File: src/kptmm_pkg.sv
// Shared types and constants for the keyed price table.
package kptmm_pkg;

  localparam int TABLE_DEPTH_DEF = 64;

  localparam int TIME_W  = 32;
  localparam int PRICE_W = 32;

  typedef enum logic [3:0] {
    ST_IDLE  = 4'b0001,
    ST_SCAN  = 4'b0010,
    ST_WRITE = 4'b0100,
    ST_FIN   = 4'b1000
  } state_t;

  // Controller to datapath
  typedef struct packed {
    logic load;
    logic issue;
    logic write;
    logic publish;
  } cmd_t;

  // Datapath to controller
  typedef struct packed {
    logic scan_done;
    logic rd_pending;
    logic out_busy;
  } sts_t;

endpackage

File: src/kptmm_ctrl.sv
// Sequencing state machine for the keyed price table.
module kptmm_ctrl (
  input  logic             clk,
  input  logic             rst_n,
  input  logic             in_valid,
  output logic             in_stall,
  input  kptmm_pkg::sts_t  sts,
  output kptmm_pkg::cmd_t  cmd
);

  kptmm_pkg::state_t state_r, state_nxt;

  always_comb begin
    state_nxt   = state_r;
    cmd         = '0;
    in_stall    = 1'b1;
    unique case (state_r)
      kptmm_pkg::ST_IDLE: begin
        in_stall = 1'b0;
        if (in_valid) begin
          cmd.load  = 1'b1;
          state_nxt = kptmm_pkg::ST_SCAN;
        end
      end
      kptmm_pkg::ST_SCAN: begin
        cmd.issue = !sts.scan_done;
        // leave once the last read has been folded in
        if (sts.scan_done && !sts.rd_pending) begin
          state_nxt = kptmm_pkg::ST_WRITE;
        end
      end
      kptmm_pkg::ST_WRITE: begin
        cmd.write = 1'b1;
        state_nxt = kptmm_pkg::ST_FIN;
      end
      kptmm_pkg::ST_FIN: begin
        // hold until the output register is free
        if (!sts.out_busy) begin
          cmd.publish = 1'b1;
          state_nxt   = kptmm_pkg::ST_IDLE;
        end
      end
      default: begin
        state_nxt = kptmm_pkg::ST_IDLE;
      end
    endcase
  end

  always_ff @(posedge clk) begin
    if (!rst_n) begin
      state_r <= kptmm_pkg::ST_IDLE;
    end else begin
      state_r <= state_nxt;
    end
  end

endmodule

File: src/kptmm_dp.sv
// Table memory, scan counter, max/min/newest folding and output register.
module kptmm_dp #(
  parameter int TABLE_DEPTH = kptmm_pkg::TABLE_DEPTH_DEF
) (
  input  logic                                clk,
  input  logic                                rst_n,
  input  logic        [kptmm_pkg::TIME_W-1:0] in_record_time,
  input  logic signed [kptmm_pkg::PRICE_W-1:0] in_record_price,
  input  kptmm_pkg::cmd_t                     cmd,
  output kptmm_pkg::sts_t                     sts,
  output logic                                out_valid,
  input  logic                                out_stall,
  output logic signed [kptmm_pkg::PRICE_W-1:0] out_latest_price,
  output logic signed [kptmm_pkg::PRICE_W-1:0] out_highest_price,
  output logic signed [kptmm_pkg::PRICE_W-1:0] out_lowest_price,
  output logic                                out_was_correction,
  output logic                                out_dropped_full
);

  localparam int AW = $clog2(TABLE_DEPTH);
  localparam int CW = $clog2(TABLE_DEPTH + 1);
  localparam int TW = kptmm_pkg::TIME_W;
  localparam int PW = kptmm_pkg::PRICE_W;

  logic        [TW-1:0] mem_time  [TABLE_DEPTH];
  logic signed [PW-1:0] mem_price [TABLE_DEPTH];

  logic        [TW-1:0] t_r;
  logic signed [PW-1:0] p_r;
  logic        [CW-1:0] count_r;
  logic        [CW-1:0] idx_r;
  logic        [AW-1:0] rd_idx_r;
  logic                 rd_vld_r;
  logic        [TW-1:0] rd_time_r;
  logic signed [PW-1:0] rd_price_r;
  logic                 hit_r;
  logic        [AW-1:0] hit_idx_r;
  logic                 drop_r;
  logic                 any_r;
  logic signed [PW-1:0] hi_r, lo_r, np_r;
  logic        [TW-1:0] nt_r;
  logic                 out_valid_r;

  logic                 full;
  logic                 insert;
  logic                 wr_en;
  logic        [AW-1:0] wr_addr;
  logic                 fold_vld;
  logic        [TW-1:0] fold_t;
  logic signed [PW-1:0] fold_p;
  logic                 rd_match;

  // Entries are never removed, so slots below the fill count are exactly the valid ones.
  assign full     = (count_r == CW'(TABLE_DEPTH));
  assign insert   = !hit_r && !full;
  assign wr_en    = cmd.write && (hit_r || !full);
  assign wr_addr  = hit_r ? hit_idx_r : count_r[AW-1:0];
  assign rd_match = (rd_time_r == t_r);

  // One fold unit serves scanned entries and the newly inserted word.
  always_comb begin
    if (rd_vld_r) begin
      fold_vld = 1'b1;
      fold_t   = rd_time_r;
      fold_p   = rd_match ? p_r : rd_price_r;
    end else begin
      fold_vld = cmd.write && insert;
      fold_t   = t_r;
      fold_p   = p_r;
    end
  end

  assign sts.scan_done  = (idx_r == count_r);
  assign sts.rd_pending = rd_vld_r;
  assign sts.out_busy   = out_valid_r && out_stall;

  always_ff @(posedge clk) begin
    if (cmd.issue) begin
      rd_time_r  <= mem_time[idx_r[AW-1:0]];
      rd_price_r <= mem_price[idx_r[AW-1:0]];
    end
    if (wr_en) begin
      mem_time[wr_addr]  <= t_r;
      mem_price[wr_addr] <= p_r;
    end
  end

  always_ff @(posedge clk) begin
    if (cmd.load) begin
      t_r   <= in_record_time;
      p_r   <= in_record_price;
      idx_r <= '0;
      hit_r <= 1'b0;
      any_r <= 1'b0;
      hi_r  <= '0;
      lo_r  <= '0;
      nt_r  <= '0;
      np_r  <= '0;
    end else begin
      if (cmd.issue) begin
        rd_idx_r <= idx_r[AW-1:0];
        idx_r    <= idx_r + CW'(1);
      end
      if (rd_vld_r && rd_match && !hit_r) begin
        hit_r     <= 1'b1;
        hit_idx_r <= rd_idx_r;
      end
      if (fold_vld) begin
        if (!any_r) begin
          any_r <= 1'b1;
          hi_r  <= fold_p;
          lo_r  <= fold_p;
          nt_r  <= fold_t;
          np_r  <= fold_p;
        end else begin
          if (fold_p > hi_r) hi_r <= fold_p;
          if (fold_p < lo_r) lo_r <= fold_p;
          if (fold_t > nt_r) begin
            nt_r <= fold_t;
            np_r <= fold_p;
          end
        end
      end
    end
    if (cmd.write) begin
      drop_r <= !hit_r && full;
    end
    if (cmd.publish) begin
      out_latest_price   <= np_r;
      out_highest_price  <= hi_r;
      out_lowest_price   <= lo_r;
      out_was_correction <= hit_r;
      out_dropped_full   <= drop_r;
    end
  end

  always_ff @(posedge clk) begin
    if (!rst_n) begin
      count_r     <= '0;
      rd_vld_r    <= 1'b0;
      out_valid_r <= 1'b0;
    end else begin
      rd_vld_r <= cmd.issue;
      if (cmd.write && insert) begin
        count_r <= count_r + CW'(1);
      end
      if (cmd.publish) begin
        out_valid_r <= 1'b1;
      end else if (out_valid_r && !out_stall) begin
        out_valid_r <= 1'b0;
      end
    end
  end

  assign out_valid = out_valid_r;

endmodule

File: src/keyed_price_table_max_min_unit.sv
// Keyed price table: per record, the price at the newest timestamp and the max/min price.
// The scan reads each stored entry through the single read port of the table memory, and a
// new word is accepted only once the previous result has been published; a stalled result
// word holds the next one back.
// Reset: synchronous, active low; empties the table by clearing its fill count (no sweep).
module keyed_price_table_max_min_unit #(
  parameter int TABLE_DEPTH = kptmm_pkg::TABLE_DEPTH_DEF
) (
  input  logic                                 clk,
  input  logic                                 rst_n,
  input  logic                                 in_valid,
  output logic                                 in_stall,
  input  logic        [kptmm_pkg::TIME_W-1:0]  in_record_time,
  input  logic signed [kptmm_pkg::PRICE_W-1:0] in_record_price,
  output logic                                 out_valid,
  input  logic                                 out_stall,
  output logic signed [kptmm_pkg::PRICE_W-1:0] out_latest_price,
  output logic signed [kptmm_pkg::PRICE_W-1:0] out_highest_price,
  output logic signed [kptmm_pkg::PRICE_W-1:0] out_lowest_price,
  output logic                                 out_was_correction,
  output logic                                 out_dropped_full
);

  kptmm_pkg::cmd_t cmd;
  kptmm_pkg::sts_t sts;

  kptmm_ctrl u_ctrl (
    .clk      (clk),
    .rst_n    (rst_n),
    .in_valid (in_valid),
    .in_stall (in_stall),
    .sts      (sts),
    .cmd      (cmd)
  );

  kptmm_dp #(
    .TABLE_DEPTH (TABLE_DEPTH)
  ) u_dp (
    .clk                (clk),
    .rst_n              (rst_n),
    .in_record_time     (in_record_time),
    .in_record_price    (in_record_price),
    .cmd                (cmd),
    .sts                (sts),
    .out_valid          (out_valid),
    .out_stall          (out_stall),
    .out_latest_price   (out_latest_price),
    .out_highest_price  (out_highest_price),
    .out_lowest_price   (out_lowest_price),
    .out_was_correction (out_was_correction),
    .out_dropped_full   (out_dropped_full)
  );

  a_busy_after_accept: assert property (@(posedge clk) disable iff (!rst_n)
    (in_valid && !in_stall) |=> in_stall)
    else $error("input taken while a word is in flight");

  a_one_cmd: assert property (@(posedge clk) disable iff (!rst_n)
    $onehot0({cmd.load, cmd.issue, cmd.write, cmd.publish}))
    else $error("controller issued more than one command");

  a_no_overwrite: assert property (@(posedge clk) disable iff (!rst_n)
    cmd.publish |-> !(out_valid && out_stall))
    else $error("result published over a stalled word");

  a_flags_exclusive: assert property (@(posedge clk) disable iff (!rst_n)
    out_valid |-> !(out_was_correction && out_dropped_full))
    else $error("correction and drop flagged together");

endmodule

File: config.mk
export PLATFORM = sky130hd
export DESIGN_NAME = keyed_price_table_max_min_unit
export DESIGN_NICKNAME = d
export VERILOG_FILES = /design/src/kptmm_pkg.sv /design/src/kptmm_ctrl.sv /design/src/kptmm_dp.sv /design/src/keyed_price_table_max_min_unit.sv
export SDC_FILE = /design/constraint.sdc
export NUM_CORES = 2
export LEC_CHECK = 0
export BUFFER_PORTS_ARGS = -buffer_cell sky130_fd_sc_hd__buf_2
export CELL_PAD_IN_SITES_DETAIL_PLACEMENT = 1
export CELL_PAD_IN_SITES_GLOBAL_PLACEMENT = 1
export CORE_ASPECT_RATIO = 1.2
export CORE_UTILIZATION = 35
export DETAILED_ROUTE_END_ITERATION = 8
export PLACE_DENSITY_LB_ADDON = 0.05
export SYNTH_ARGS = -nofsm -noshare
export SYNTH_HDL_FRONTEND = slang
export SYNTH_SLANG_ARGS = --single-unit
File: constraint.sdc
create_clock -name clk -period 14.05 [get_ports clk]
set_clock_uncertainty 0.15 [all_clocks]
set_input_delay 1.405 -clock clk [delete_from_list [all_inputs] [get_ports clk]]
set_output_delay 1.405 -clock clk [all_outputs]
set_load 0.1 [all_outputs]
==> results.toml <==
[status]
status = "finished, violations left"
violations = "DRC"

[sta]
slew_headroom_pct = 4.77
finalCriticalPeriod_ns = 7.40
setup_tns_ns = 0
finalSetupViolCount = 0
period_share_pct = 52.7
hold-worst-slack_ns = 0.272
tightest_slew_ns = 1.43
rsz0062_at_grt = "false"
fmax_ghz = 0.135
hold_viol = 0
slew_violations = 0

[cts]
clk_path_buf_depth = 4
cts_buffers = 469
clock_latency_ns = 1.04
path_clk_slew_ns = 0.06
clockRootBuffer = "clkbuf_16"
cts_setup_buffers = 0
ctsResizeCount = 0
holdBufCountCts = 0
clkSinkCount = 4485
cts_tree = "built"
h-tree-depth = 5

[setup_path]
cp-end-kind = "register"
cp_slowest_cell = "nor4_1"
crit_type = "register to register"
crit_arrival_ns = 8.19
required_ns = 14.84
crit_family = "simple AND/OR/NAND/NOR gates"
critPathMaxStageDelay_ns = 0.83
r2r_setup_slack_ns = 6.65
crit_chain = "buf_4 > xnor2_1 > nand4_1 > nor4_1 > a21o_2 > buf_4 > mux2_2 > ha_1 > nand3_1 > nor4_1 > buf_4 > nand4_1 > o21ai_0 > a21o_1 > a21oi_1 > a211o_2 > mux2i_1"
critPathBufInv = 3
startpoint_type = "register"
path_max_fanout = 66
crit_top_cell = "buf_4"

[die]
design.core.area_mm2 = 0.488
die_h_um = 769
io_pins = 168
die_area_mm2 = 0.493
rows = 281
die_w_um = 641
initial_core_util_pct = 35.2

[logic_synthesis]
synth_top_area_cell = "edfxtp_1"
postSynthCellCount = 7158
synth-edff-count = 4335
ys.flop_type = "edfxtp_1"
synth.cell_area_mm2 = 0.172
async_flop_share_pct = 0
yosysWarningCount = 0
synth.distinct_cells = 58
yosys-top-cells-area = "edfxtp_1, mux4_2, dfxtp_1"
synth_top_cell_area_share_pct = 75.9
synthesis.nets = 7324
seq_area_frac_synth_pct = 77.6
avgSynthCellArea_um2 = 24.0
synth_seq_cells = 4485

[grt]
antenna_found_initial = 73
grt_pass1_vias = 86276
grt_max_degree = 131
grt_pass1_wl_um = 783000
track_usage_pct = 23.6
overflow = 0

[finish]
nFillCells = 45056
multi_input_area_mm2 = 0.0370
most-common-layout-cells = "edfxtp_1, mux4_2, clkbuf_16"
nets = 7924
register_area_mm2 = 0.133
post-route-util_pct = 40.5
area_delta_synth_final_pct = 15.1
final_common_cell = "edfxtp_1"
final_cell_area_mm2 = 0.197
drive_gt1_share_pct = 32.2

[worst_hold_path]
min-delay-path-class = "register to register"

[power_and_ir_drop]
intPower_mw = 22.2
p_seq_share_pct = 52.9
switching_share_pct = 21.5
clock_power_share_pct = 44.2
irDropWorstVdd_mv = 0.122
power.switching_mw = 6.10
p_leak_nw = 59.8
p_comb_share_pct = 2.9
p_per_area_mw_per_mm2 = 144

[route]
wl_per_cell_um = 39.9
antenna_left = 0
routed_wl_um = 586000
drt_iter0_drc = 9680
wl_met3_um = 33000
top_layer_used = "met5"
viasPerCell = 5.61
drt-met1-wl_um = 249000
vias = 82399
drc = 57
dr_wl_met2_um = 291000
first_pass_iters = 9

[placed_design]
port-buffer-count = 167
dp_hpwl_um = 311000
gp_congestion = 0.768
place_area_mm2 = 0.182

[run]
max_cap_viol_count = 0
flip-flops by register name (all words and copies together) (netlist names), 4 cells and up:
register                count
u_dp.mem_price           2048
u_dp.out_latest_price      32
u_dp.hit_idx_r              6
u_dp.mem_time            2048
u_dp.nt_r                  32
u_dp.hi_r                  32
u_dp.p_r                   32
u_dp.rd_time_r             32
u_dp.count_r                7
u_dp.np_r                  32
u_dp.out_highest_price     32
u_dp.idx_r                  7
u_dp.out_lowest_price      32
u_dp.rd_price_r            32
u_ctrl.state_r              4
u_dp.lo_r                  32
u_dp.t_r                   32
u_dp.rd_idx_r               6
cell usage after synthesis, drive strengths merged, types with 3 or more instances:
master	instances
dfxtp	150
xor2	7
a21boi	4
mux2	63
mux2i	131
a211o	6
nand3	10
a21o	18
o32ai	7
buf	153
inv	117
nor2b	5
nand2b	4
nor3	7
o21a	4
and2	7
and3	3
o22ai	3
a21oi	27
o21ai	16
ha	98
nand3b	4
mux4	1344
a211oi	4
xnor2	43
nand2	229
clkbuf	198
o211ai	4
nand4	27
nor2	97
edfxtp	4335
nor4	9
area by class of cell:
| type | count | area share [%] |
|---|---|---|
| Antenna cell | 18 | 0.0228 |
| Clock buffer | 624 | 6.45 |
| Clock inverter | 252 | 1.29 |
| Inverter | 117 | 0.225 |
| Multi-Input combinational cell | 2205 | 18.7 |
| Sequential cell | 4485 | 67.5 |
| Tap cell | 6509 | 4.12 |
| Timing Repair Buffer | 480 | 1.69 |
cells by family (layout without fill, tap and decap cells):
group,count (synthesis),count (layout),synth area share [%]
AOI/OAI and AO/OA,109,109,0.453
other,0,18,0
and+or+nand+nor,410,410,1.03
muxes,1538,1538,18.8
xor gates and xnor gates,50,50,0.255
adders and majority gates,98,98,0.714
DFF,4485,4485,77.6
buffers and inverters,468,1473,1.13
power by group through the flow:
stage | registers, mW | logic (mW) | clock network [mW]
floorplan | 15.5 | 0.213 | 0
global placement | 15.3 | 0.799 | 0
detailed placement | 15.3 | 0.840 | 0
CTS | 15.0 | 0.840 | 12.8
global route | 15.0 | 0.898 | 13.3
finish | 15.0 | 0.822 | 12.5
through the flow:
stage               power (mW)  instances  setup slack [ns]
floorplan                 15.7       7158              7.16
global placement          16.1      13796              6.67
detailed placement        16.1      13796              6.61
CTS                       28.6      14672              6.62
global route              29.1      14681              6.60
finish                    28.3      14690              6.65
layer usage:
metal / up-vias / global-route usage [%]
met5: - / 0
met4: 6 / 4.69
met3: 631 / 3.24
met2: 2744 / 39.7
met1: 47169 / 32.8
li1: 31849 / -
worst paths after layout:
kind	cells past startpoint	from	end
max	17	u_dp.t_r[1]$_DFFE_PP_	u_dp.lo_r[26]$_SDFFE_PP0P_
min reg2reg	0	u_dp.rd_idx_r[4]$_DFFE_PP_	u_dp.hit_idx_r[4]$_DFFE_PP_
min	0	u_dp.rd_idx_r[4]$_DFFE_PP_	u_dp.hit_idx_r[4]$_DFFE_PP_
max reg2reg	17	u_dp.t_r[1]$_DFFE_PP_	u_dp.lo_r[26]$_SDFFE_PP0P_
Note: power is estimated with default switching activity, not from simulation.
